===== config.mk =====
export PLATFORM = sky130hd
export DESIGN_NAME = sensor_response_frame_checker_top_flat
export DESIGN_NICKNAME = d
export VERILOG_FILES = /design/src/hw/rtl/srfc_pkg.sv /design/src/hw/rtl/srfc_req_if.sv /design/src/hw/rtl/srfc_rsp_if.sv /design/src/hw/rtl/sensor_response_frame_checker_top.sv /design/src/hw/rtl/srfc_frame_core.sv /design/src/hw/rtl/srfc_out_stage.sv /design/src/flat_wrapper.sv
export SDC_FILE = /design/constraint.sdc
export NUM_CORES = 1
export LEC_CHECK = 0
export BUFFER_PORTS_ARGS = -buffer_cell sky130_fd_sc_hd__clkbuf_2
export CORE_AREA = 8 8 103 105
export CTS_BUF_LIST = sky130_fd_sc_hd__clkbuf_8
export DETAILED_ROUTE_END_ITERATION = 10
export DIE_AREA = 0 0 111 113
export HOLD_SLACK_MARGIN = 0.08
export PLACE_DENSITY = 0.81
export SLEW_MARGIN = 10
export SYNTH_ARGS = -nofsm -noshare
export SYNTH_HDL_FRONTEND = slang
export SYNTH_HIERARCHICAL = 1
export SYNTH_SLANG_ARGS = --single-unit

===== constraint.sdc =====
create_clock -name clock -period 4.95 [get_ports clock]
set_clock_uncertainty 0.15 [all_clocks]
set_input_delay 1.2375 -clock clock [delete_from_list [all_inputs] [get_ports clock]]
set_output_delay 1.2375 -clock clock [all_outputs]
set_load 0.01 [all_outputs]

===== src/hw/rtl/srfc_pkg.sv =====
// Package for the sensor response frame checker: status codes, frame constants,
// the result word type and the byte-wide reflected CRC-16 update.
// No dependencies.
package srfc_pkg;

   // Frame constants
   localparam logic [15:0] CRC_INIT   = 16'hFFFF;
   localparam logic [15:0] CRC_POLY   = 16'hA001;
   localparam logic [7:0]  READ_CODE  = 8'h03;
   localparam logic [3:0]  MAX_COUNT  = 4'd10;
   localparam logic [3:0]  COUNT_RESET = 4'd4;
   localparam int          DATA_KEEP  = 4;

   // Frame status codes
   localparam logic [1:0] STATUS_OK      = 2'd0;
   localparam logic [1:0] STATUS_CRC_ERR = 2'd1;
   localparam logic [1:0] STATUS_HDR_ERR = 2'd2;

   // One result word handed from the frame core to the output stage.
   typedef struct packed {
      logic               valid;
      logic [1:0]         frame_status;
      logic [15:0]        humidity_tenths;
      logic signed [15:0] temperature_tenths;
   } srfc_result_type;

   // Reflected CRC-16 over one byte, LSB first, eight shift steps.
   function automatic logic [15:0] crc_feed(input logic [15:0] crc_in,
                                            input logic [7:0] data_byte);
      logic [15:0] crc;
      crc = crc_in ^ {8'h00, data_byte};
      for (int k = 0; k < 8; k++) begin
         if (crc[0]) begin
            crc = (crc >> 1) ^ CRC_POLY;
         end else begin
            crc = crc >> 1;
         end
      end
      return crc;
   endfunction

endpackage


===== src/hw/rtl/srfc_req_if.sv =====
// Input channel of the frame checker: one received response byte per word.
// Depends on nothing.
interface srfc_req_if;
   logic       valid;
   logic       ready;
   logic [7:0] rx_byte;
   logic       frame_start;

   modport source (output valid, output rx_byte, output frame_start, input ready);
   modport sink   (input valid, input rx_byte, input frame_start, output ready);
endinterface


===== src/hw/rtl/srfc_rsp_if.sv =====
// Result channel of the frame checker: status and sensor values per word.
// Depends on nothing.
interface srfc_rsp_if;
   logic               valid;
   logic               ready;
   logic [1:0]         frame_status;
   logic [15:0]        humidity_tenths;
   logic signed [15:0] temperature_tenths;

   modport source (output valid, output frame_status, output humidity_tenths,
                   output temperature_tenths, input ready);
   modport sink   (input valid, input frame_status, input humidity_tenths,
                   input temperature_tenths, output ready);
endinterface


===== src/hw/rtl/sensor_response_frame_checker_top.sv =====
// Top level of the sensor response frame checker.
// Depends on srfc_pkg, srfc_req_if, srfc_rsp_if, srfc_frame_core, srfc_out_stage.
//
// Usage:
//   req_channel carries one response byte per word with a frame_start flag on
//   the first byte of a frame. The frame is function code, byte count, the
//   data bytes and the CRC-16 low byte then high byte.
//   rsp_channel carries one word per completed frame: status (ok, CRC error,
//   header error), humidity and signed temperature in tenths.
//   csr_write_enable/csr_write_data set the expected data byte count while
//   the block is idle; values above ten act as ten.
// Latency and throughput:
//   One byte is accepted per cycle unless a stalled result holds the input.
//   The result word appears on rsp_channel in the cycle after the frame's last
//   byte is accepted; the byte-wide CRC update feeds the frame state registers.
// Reset:
//   Clears the frame state as if a frame were starting and sets the count to 4.
// Stalls:
//   While a result waits and rsp_channel.ready is low, req_channel.ready is low.
//   A waiting result that is taken in the same cycle lets the next byte in.
module sensor_response_frame_checker_top (
   input  logic       clock,
   input  logic       reset,
   srfc_req_if.sink   req_channel,
   srfc_rsp_if.source rsp_channel,
   input  logic       csr_write_enable,
   input  logic [3:0] csr_write_data
);
   import srfc_pkg::*;

   logic [3:0]      count_ff;
   logic            can_accept;
   logic            accept;
   srfc_result_type result;

   // Byte count register.
   always_ff @(posedge clock) begin
      if (reset) begin
         count_ff <= COUNT_RESET;
      end else if (csr_write_enable) begin
         count_ff <= csr_write_data;
      end
   end

   assign req_channel.ready = can_accept;
   assign accept            = req_channel.valid && can_accept;

   // Frame tracking.
   srfc_frame_core u_core (
      .clock          (clock),
      .reset          (reset),
      .accept         (accept),
      .rx_byte        (req_channel.rx_byte),
      .frame_start    (req_channel.frame_start),
      .register_count (count_ff),
      .result         (result)
   );

   // Result register.
   srfc_out_stage u_out (
      .clock      (clock),
      .reset      (reset),
      .result     (result),
      .can_accept (can_accept),
      .rsp        (rsp_channel)
   );

   // A failed frame reports zero sensor values.
   assert property (@(posedge clock) disable iff (reset)
      rsp_channel.valid && rsp_channel.frame_status != STATUS_OK |->
      rsp_channel.humidity_tenths == 16'h0000 &&
      rsp_channel.temperature_tenths == 16'sh0000)
      else $error("error result carries nonzero data");

   // A stalled result blocks the input side.
   assert property (@(posedge clock) disable iff (reset)
      rsp_channel.valid && !rsp_channel.ready |-> !req_channel.ready)
      else $error("input accepted while result is stalled");

   // A new result only follows an accepted byte.
   assert property (@(posedge clock) disable iff (reset)
      $rose(rsp_channel.valid) |-> $past(req_channel.valid && req_channel.ready))
      else $error("result appeared without an accepted byte");

endmodule


===== src/hw/rtl/srfc_frame_core.sv =====
// Frame tracking for the checker: byte position, running CRC, header check
// and captured data bytes. Depends on srfc_pkg.
module srfc_frame_core (
   input  logic                     clock,
   input  logic                     reset,
   input  logic                     accept,
   input  logic [7:0]               rx_byte,
   input  logic                     frame_start,
   input  logic [3:0]               register_count,
   output srfc_pkg::srfc_result_type result
);
   import srfc_pkg::*;

   logic [3:0]  byte_position_ff, byte_position_in;
   logic [15:0] running_crc_ff, running_crc_in;
   logic        header_ok_ff, header_ok_in;
   logic [7:0]  captured_data_ff [DATA_KEEP];
   logic [7:0]  captured_data_in [DATA_KEEP];
   logic [7:0]  crc_low_byte_ff, crc_low_byte_in;

   logic [3:0]  count;
   logic [4:0]  pos;
   logic [4:0]  data_end;
   logic [15:0] base_crc;
   logic        base_hok;
   logic [7:0]  base_data [DATA_KEEP];
   logic [7:0]  base_low;
   logic [15:0] got_crc;
   logic [1:0]  status;

   // Effective data byte count, values above ten act as ten.
   assign count    = (register_count > MAX_COUNT) ? MAX_COUNT : register_count;
   assign data_end = {1'b0, count} + 5'd2;

   // Next frame state for the accepted byte.
   always_comb begin
      pos      = frame_start ? 5'd0 : {1'b0, byte_position_ff};
      base_crc = frame_start ? CRC_INIT : running_crc_ff;
      base_hok = frame_start ? 1'b1 : header_ok_ff;
      base_low = frame_start ? 8'h00 : crc_low_byte_ff;
      for (int i = 0; i < DATA_KEEP; i++) begin
         base_data[i] = frame_start ? 8'h00 : captured_data_ff[i];
      end

      byte_position_in = pos[3:0];
      running_crc_in   = base_crc;
      header_ok_in     = base_hok;
      crc_low_byte_in  = base_low;
      captured_data_in = base_data;
      got_crc          = {rx_byte, base_low};
      status           = STATUS_OK;
      result           = '0;

      if (pos < data_end) begin
         // Header and data bytes enter the CRC.
         if (pos == 5'd0) begin
            header_ok_in = (rx_byte == READ_CODE);
         end else if (pos == 5'd1) begin
            header_ok_in = base_hok & (rx_byte == {4'h0, count});
         end
         for (int i = 0; i < DATA_KEEP; i++) begin
            if (pos == 5'(i + 2)) begin
               captured_data_in[i] = rx_byte;
            end
         end
         running_crc_in   = crc_feed(base_crc, rx_byte);
         byte_position_in = 4'(pos + 5'd1);
      end else if (pos == data_end) begin
         // CRC low byte arrives first.
         crc_low_byte_in  = rx_byte;
         byte_position_in = 4'(pos + 5'd1);
      end else if (pos == data_end + 5'd1) begin
         // Last byte: CRC check first, then the header.
         if (base_crc != got_crc) begin
            status = STATUS_CRC_ERR;
         end else if (!base_hok) begin
            status = STATUS_HDR_ERR;
         end
         byte_position_in    = 4'(pos + 5'd1);
         result.valid        = accept;
         result.frame_status = status;
         if (status == STATUS_OK) begin
            result.humidity_tenths    = {base_data[0], base_data[1]};
            result.temperature_tenths = {base_data[2], base_data[3]};
         end
      end
   end

   // Frame state registers, updated on every accepted byte.
   always_ff @(posedge clock) begin
      if (reset) begin
         byte_position_ff <= '0;
         running_crc_ff   <= CRC_INIT;
         header_ok_ff     <= 1'b1;
         crc_low_byte_ff  <= '0;
         for (int i = 0; i < DATA_KEEP; i++) begin
            captured_data_ff[i] <= '0;
         end
      end else if (accept) begin
         byte_position_ff <= byte_position_in;
         running_crc_ff   <= running_crc_in;
         header_ok_ff     <= header_ok_in;
         crc_low_byte_ff  <= crc_low_byte_in;
         captured_data_ff <= captured_data_in;
      end
   end

endmodule


===== src/hw/rtl/srfc_out_stage.sv =====
// Output register of the frame checker; holds one result word until taken.
// Depends on srfc_pkg and srfc_rsp_if.
module srfc_out_stage (
   input  logic                      clock,
   input  logic                      reset,
   input  srfc_pkg::srfc_result_type result,
   output logic                      can_accept,
   srfc_rsp_if.source                rsp
);
   import srfc_pkg::*;

   logic               valid_ff, valid_in;
   logic [1:0]         status_ff;
   logic [15:0]        humidity_ff;
   logic signed [15:0] temperature_ff;

   // A new byte may enter when the register is empty or is being drained.
   assign can_accept = !valid_ff || rsp.ready;
   assign valid_in   = result.valid || (valid_ff && !rsp.ready);

   // Valid flag.
   always_ff @(posedge clock) begin
      if (reset) begin
         valid_ff <= 1'b0;
      end else begin
         valid_ff <= valid_in;
      end
   end

   // Payload, loaded only with a fresh result.
   always_ff @(posedge clock) begin
      if (result.valid) begin
         status_ff      <= result.frame_status;
         humidity_ff    <= result.humidity_tenths;
         temperature_ff <= result.temperature_tenths;
      end
   end

   assign rsp.valid              = valid_ff;
   assign rsp.frame_status       = status_ff;
   assign rsp.humidity_tenths    = humidity_ff;
   assign rsp.temperature_tenths = temperature_ff;

endmodule


===== src/flat_wrapper.sv =====
// flat-port wrapper written by rule: the top's interface ports become plain ports
module sensor_response_frame_checker_top_flat import srfc_pkg::*;
  (clock, reset, csr_write_enable, csr_write_data, req_channel_valid, req_channel_rx_byte, req_channel_frame_start, req_channel_ready, rsp_channel_valid, rsp_channel_frame_status, rsp_channel_humidity_tenths, rsp_channel_temperature_tenths, rsp_channel_ready);
  srfc_req_if req_channel_i ();
  srfc_rsp_if rsp_channel_i ();
  input  logic clock;
  input  logic reset;
  input  logic csr_write_enable;
  input  logic [3:0] csr_write_data;
  input wire logic [$bits(req_channel_i.valid)-1:0] req_channel_valid;
  input wire logic [$bits(req_channel_i.rx_byte)-1:0] req_channel_rx_byte;
  input wire logic [$bits(req_channel_i.frame_start)-1:0] req_channel_frame_start;
  output wire logic [$bits(req_channel_i.ready)-1:0] req_channel_ready;
  output wire logic [$bits(rsp_channel_i.valid)-1:0] rsp_channel_valid;
  output wire logic [$bits(rsp_channel_i.frame_status)-1:0] rsp_channel_frame_status;
  output wire logic [$bits(rsp_channel_i.humidity_tenths)-1:0] rsp_channel_humidity_tenths;
  output wire logic [$bits(rsp_channel_i.temperature_tenths)-1:0] rsp_channel_temperature_tenths;
  input wire logic [$bits(rsp_channel_i.ready)-1:0] rsp_channel_ready;
  assign req_channel_i.valid = req_channel_valid;
  assign req_channel_i.rx_byte = req_channel_rx_byte;
  assign req_channel_i.frame_start = req_channel_frame_start;
  assign req_channel_ready = req_channel_i.ready;
  assign rsp_channel_valid = rsp_channel_i.valid;
  assign rsp_channel_frame_status = rsp_channel_i.frame_status;
  assign rsp_channel_humidity_tenths = rsp_channel_i.humidity_tenths;
  assign rsp_channel_temperature_tenths = rsp_channel_i.temperature_tenths;
  assign rsp_channel_i.ready = rsp_channel_ready;
  sensor_response_frame_checker_top u_core (.clock(clock), .reset(reset), .req_channel(req_channel_i), .rsp_channel(rsp_channel_i), .csr_write_enable(csr_write_enable), .csr_write_data(csr_write_data));
endmodule

==> results.md <==
- Max-cap violations in this run came to 0.
- The worst setup path is captured at a flop.
- Setup repair after global routing left no endpoint under its margin.
- Detailed placement finished with a half-perimeter wire length of 7.12 mm.
- Clock tree synthesis inserted a total of 9 buffers.
- The launch instance of the worst register-to-register path is u_core/count_ff[3].
- In the final layout, the share of cells above drive strength 1 is 0.188.
- The number of gates resized after CTS is 0.
- The type of element launching the critical path is a primary input.
- The die outline height is 113 microns.
- In this run, synthesis inferred 34 flip-flops with an integrated enable.
- The required time at the worst-slack endpoint is 5.10 ns.
- After layout, the design draws a total of 1.59 mW.
- Data arrives at the worst endpoint at 3.82 ns.
- IR analysis of the VDD net gives a maximum drop of 138 uV.
- The worst hold path stage count is 1.
- The overall die area is 12500 sq um.
- The via count of the first global-routing pass is 3416.
- The first-iteration detailed-routing DRC count is 310.
- The chip width is 111 microns.
- After clock tree synthesis, the clock-pin slew on the worst setup and hold paths is 0.10 ns.
- After clock tree synthesis, the setup repair step added 0 buffers.
- The count of standard-cell rows is 35.
- By instance count, the cell type seen most on the critical path is sky130_fd_sc_hd__inv_1.
- The share of synthesized area occupied by flip-flops and latches is 0.492.
- Before antenna repair, the detailed router went through 5 iterations.
- The post-detailed-route DRC marker count is 0.
- Using the TritonRoute via totals, the vias-per-cell ratio works out to 5.81.
- In this run the mean area of a mapped cell was 10.4 sq um.
- The latest clock arrival within the worst-skew pair is 0.37 ns.
- The maximum fanout along the worst path is 18.
- The final cycle utilization of the critical path is 0.740.
- The run finished with clean final reports.
- Of the post-synthesis cell area, the dominant cell type holds 0.278.
- Static timing analysis puts the maximum clock frequency at 273 MHz.
- The time the worst path needs with I/O delays and setup is 3.66 ns.
- The worst min-delay path startpoint is u_core/u_core/captured_data_ff[25].
- The initial antenna violation count is 0.
- When the netlist entered floorplanning its net count stood at 483.
- Pin placement for this block handled 54 I/O pins.
- Compared with the post-synthesis result, the final layout area differs by 9.55%.
- The initial utilization of the core area, before any placement, comes to 0.530.
- The worst register-to-register path has a depth of 8.
- The H-tree generated during clock tree synthesis spans 3 levels.
- The placeable core region is 8980 sq um.
- Counting the fill cells in the layout gives 728.
- The leakage power is 1.97 nW.
- The slew at the pin closest to its max-slew limit is 0.983 ns.
- Walking the worst path, the cells encountered are clkbuf_2 -> inv_1 -> nand2_1 -> inv_1 -> ha_1 -> a31o_2 -> a21oi_2 -> nand3_2 -> nor4b_2 -> a22o_1.
- The number of sinks handled by clock tree synthesis is 100.
- In the post-route analysis, the smallest setup slack over all paths is 1.29 ns.
- The count of final max-slew check failures was 0.
- Synthesis produced 459 cells.
- The final layout contains 518 nets.
- The kind of critical path is primary input to flop.
- After synthesis, the cell types taking the most area are sky130_fd_sc_hd__dfxtp_1 (28%), sky130_fd_sc_hd__edfxtp_1 (21%), sky130_fd_sc_hd__and2_1 (4.6%).
- The post-route core utilization is 0.581.
- The synthesized area is 4760 sq um.
- The count of buffers added on input and output ports is 53.
- The wire length per cell is 16.9 microns.
- The CTS tree is yes.
- In this run the worst hold path is classified as flop to flop.
- The power per standard cell area is 305 nW/um^2.
- The first global-routing pass estimated 17.2 mm of wire.
- The cell taking the most area after synthesis is sky130_fd_sc_hd__dfxtp_1.
- In this run the worst setup path begins at req_channel_frame_start.
- Setup violations remaining at the end of the flow were counted as 0.
- The worst setup slack for register-to-register paths is 1.78 ns.
- The leftover overflow at the end of global routing is 0.
- The final hold violation count is 0.
- Clock tree synthesis selected as its root buffer the cell sky130_fd_sc_hd__clkbuf_8.
- The placer's final routability congestion estimate is 0.818.
- The total negative setup slack is 0 ns.
- Wires add up to 10.3 mm.
- The most used flip-flop cell after synthesis is sky130_fd_sc_hd__dfxtp_1.
- Counting distinct cell types in the post-synthesis netlist gives 61.
- Buffers inserted to repair hold after CTS numbered 0.
- Synthesis inferred 100 register bits.
- The total number of vias is 3547.
- The maximum number of pins on one net before global-route repair is 55.
- The count of yosys warnings during synthesis is 6.
- The number of antenna diodes in the final layout is 0.
- In this run the remaining antenna-violating nets after routing total 0.
- The clock passes through at most 2 buffers.
- The worst pin sits at a relative slew slack of 0.339.
- The minimum setup slack after placement is 0.981 ns.
- On the critical path, the stage with the largest delay is an instance of sky130_fd_sc_hd__nor4b_2.
- Of all flip-flops after synthesis, the portion carrying an async set or reset was 0.
- The largest stage delay on the critical path is 0.75 ns.
- In the global route stage, overall resource usage came out at 0.165.
[cell usage after synthesis, types with 6 or more instances]
library cell	instances
sky130_fd_sc_hd__nand2b_1	23
sky130_fd_sc_hd__xor2_1	13
sky130_fd_sc_hd__a22o_1	19
sky130_fd_sc_hd__ha_1	6
sky130_fd_sc_hd__o21ai_0	9
sky130_fd_sc_hd__edfxtp_1	34
sky130_fd_sc_hd__dfxtp_1	66
sky130_fd_sc_hd__clkbuf_1	15
sky130_fd_sc_hd__xnor2_1	25
sky130_fd_sc_hd__nand2_1	10
sky130_fd_sc_hd__o22ai_1	14
sky130_fd_sc_hd__buf_2	7
sky130_fd_sc_hd__nor4_1	7
sky130_fd_sc_hd__nor2_1	46
sky130_fd_sc_hd__a21oi_1	14
sky130_fd_sc_hd__and2_1	35
sky130_fd_sc_hd__inv_1	10
sky130_fd_sc_hd__a22oi_1	24
[metal layers]
metal,wire length (microns),global-route usage,vias to the layer above
met5,0,0,-
met1,4750,0.214,1701
met2,4780,0.264,131
met4,127,0.0559,0
li1,-,-,1699
met3,627,0.0407,16
[area by class of cell]
class,instances,area [sq um],share of cell area
clock buffer,9,124,0.0238
inverter,10,37.5,0.00720
sequential,100,2340,0.449
tap,111,139,0.0266
multi-input combinational,316,2200,0.422
timing repair buffer,57,295,0.0566
clock inverter,7,72.6,0.0139
[worst paths after layout]
kind,end
worst min register to register,u_core/u_core/captured_data_ff[25]
worst max-delay path,u_core/u_core/captured_data_ff[22]
worst max register to register,u_core/u_core/captured_data_ff[22]
worst min-delay path,u_core/u_core/captured_data_ff[25]
[flip-flops by register name, indices dropped and copies added, names as in the netlist, 2 cells and up]
signal and flops:
u_core/count_ff 4, u_core/u_out/rsp.temperature_tenths 16, u_core/u_core/crc_low_byte_ff 8, u_core/u_core/captured_data_ff 32, u_core/u_core/running_crc_ff 16, u_core/u_out/rsp.humidity_tenths 16
u_core/u_out/rsp.frame_status 2, u_core/u_core/byte_position_ff 4
[metrics by stage]
| step | std cells | hold WS, ns | cell area (sq um) |
|---|---|---|---|
| 2_1_floorplan | 459 | 0.291 | 4760 |
| 3_3_place_gp | 594 | 0.308 | 5020 |
| 3_5_place_dp | 594 | 0.309 | 5020 |
| 4_1_cts | 610 | 0.331 | 5210 |
| 5_1_grt | 610 | 0.354 | 5210 |
| 6_report | 610 | 0.330 | 5210 |
[where the power goes]
group / total (mW) / switching (mW) / internal [mW]
combinational: 0.198 / 0.109 / 0.0886
clock: 0.509 / 0.312 / 0.197
sequential: 0.886 / 0.0249 / 0.861
total: 1.59 / 0.446 / 1.15
[critical path, delay by kind of cell]
| family | cells | cell delay (ns) |
|---|---|---|
| adders and majority gates | 1 | 0.30 |
| and+or+nand+nor | 3 | 1.32 |
| AOI/OAI and AO/OA | 3 | 0.68 |
| buffers and inverters | 3 | 0.28 |
[cell usage in the layout (no fill, tap or decap), types with 3 or more instances in the layout]
cell                       instances
sky130_fd_sc_hd__nor3_1            4
sky130_fd_sc_hd__buf_4             4
sky130_fd_sc_hd__nand2b_1         23
sky130_fd_sc_hd__nor2_1           46
sky130_fd_sc_hd__edfxtp_1         34
sky130_fd_sc_hd__mux2i_1           5
sky130_fd_sc_hd__and2_1           35
sky130_fd_sc_hd__a22oi_1          24
sky130_fd_sc_hd__clkinv_4          3
sky130_fd_sc_hd__a21oi_1          14
sky130_fd_sc_hd__nand3b_1          3
sky130_fd_sc_hd__xnor2_1          25
sky130_fd_sc_hd__nand2_1          10
sky130_fd_sc_hd__clkbuf_8          9
sky130_fd_sc_hd__a21o_1            5
sky130_fd_sc_hd__clkbuf_2         53
sky130_fd_sc_hd__o22ai_1          14
sky130_fd_sc_hd__a22o_1           19
sky130_fd_sc_hd__nor2b_1           4
sky130_fd_sc_hd__xor2_1           13
sky130_fd_sc_hd__ha_1              6
sky130_fd_sc_hd__a31o_2            4
sky130_fd_sc_hd__dfxtp_1          66
sky130_fd_sc_hd__inv_1            10
sky130_fd_sc_hd__nand3_1           4
sky130_fd_sc_hd__nor4_1            7
sky130_fd_sc_hd__o21ai_0           9
[cells by family after synthesis]
family	synth area share
AOI/OAI and AO/OA	0.166
xor gates and xnor gates	0.0828
adders and majority gates	0.0158
buffers and inverters	0.0450
DFF	0.492
muxes	0.0129
and+or+nand+nor	0.185
Power figures use the tool's default switching activity.
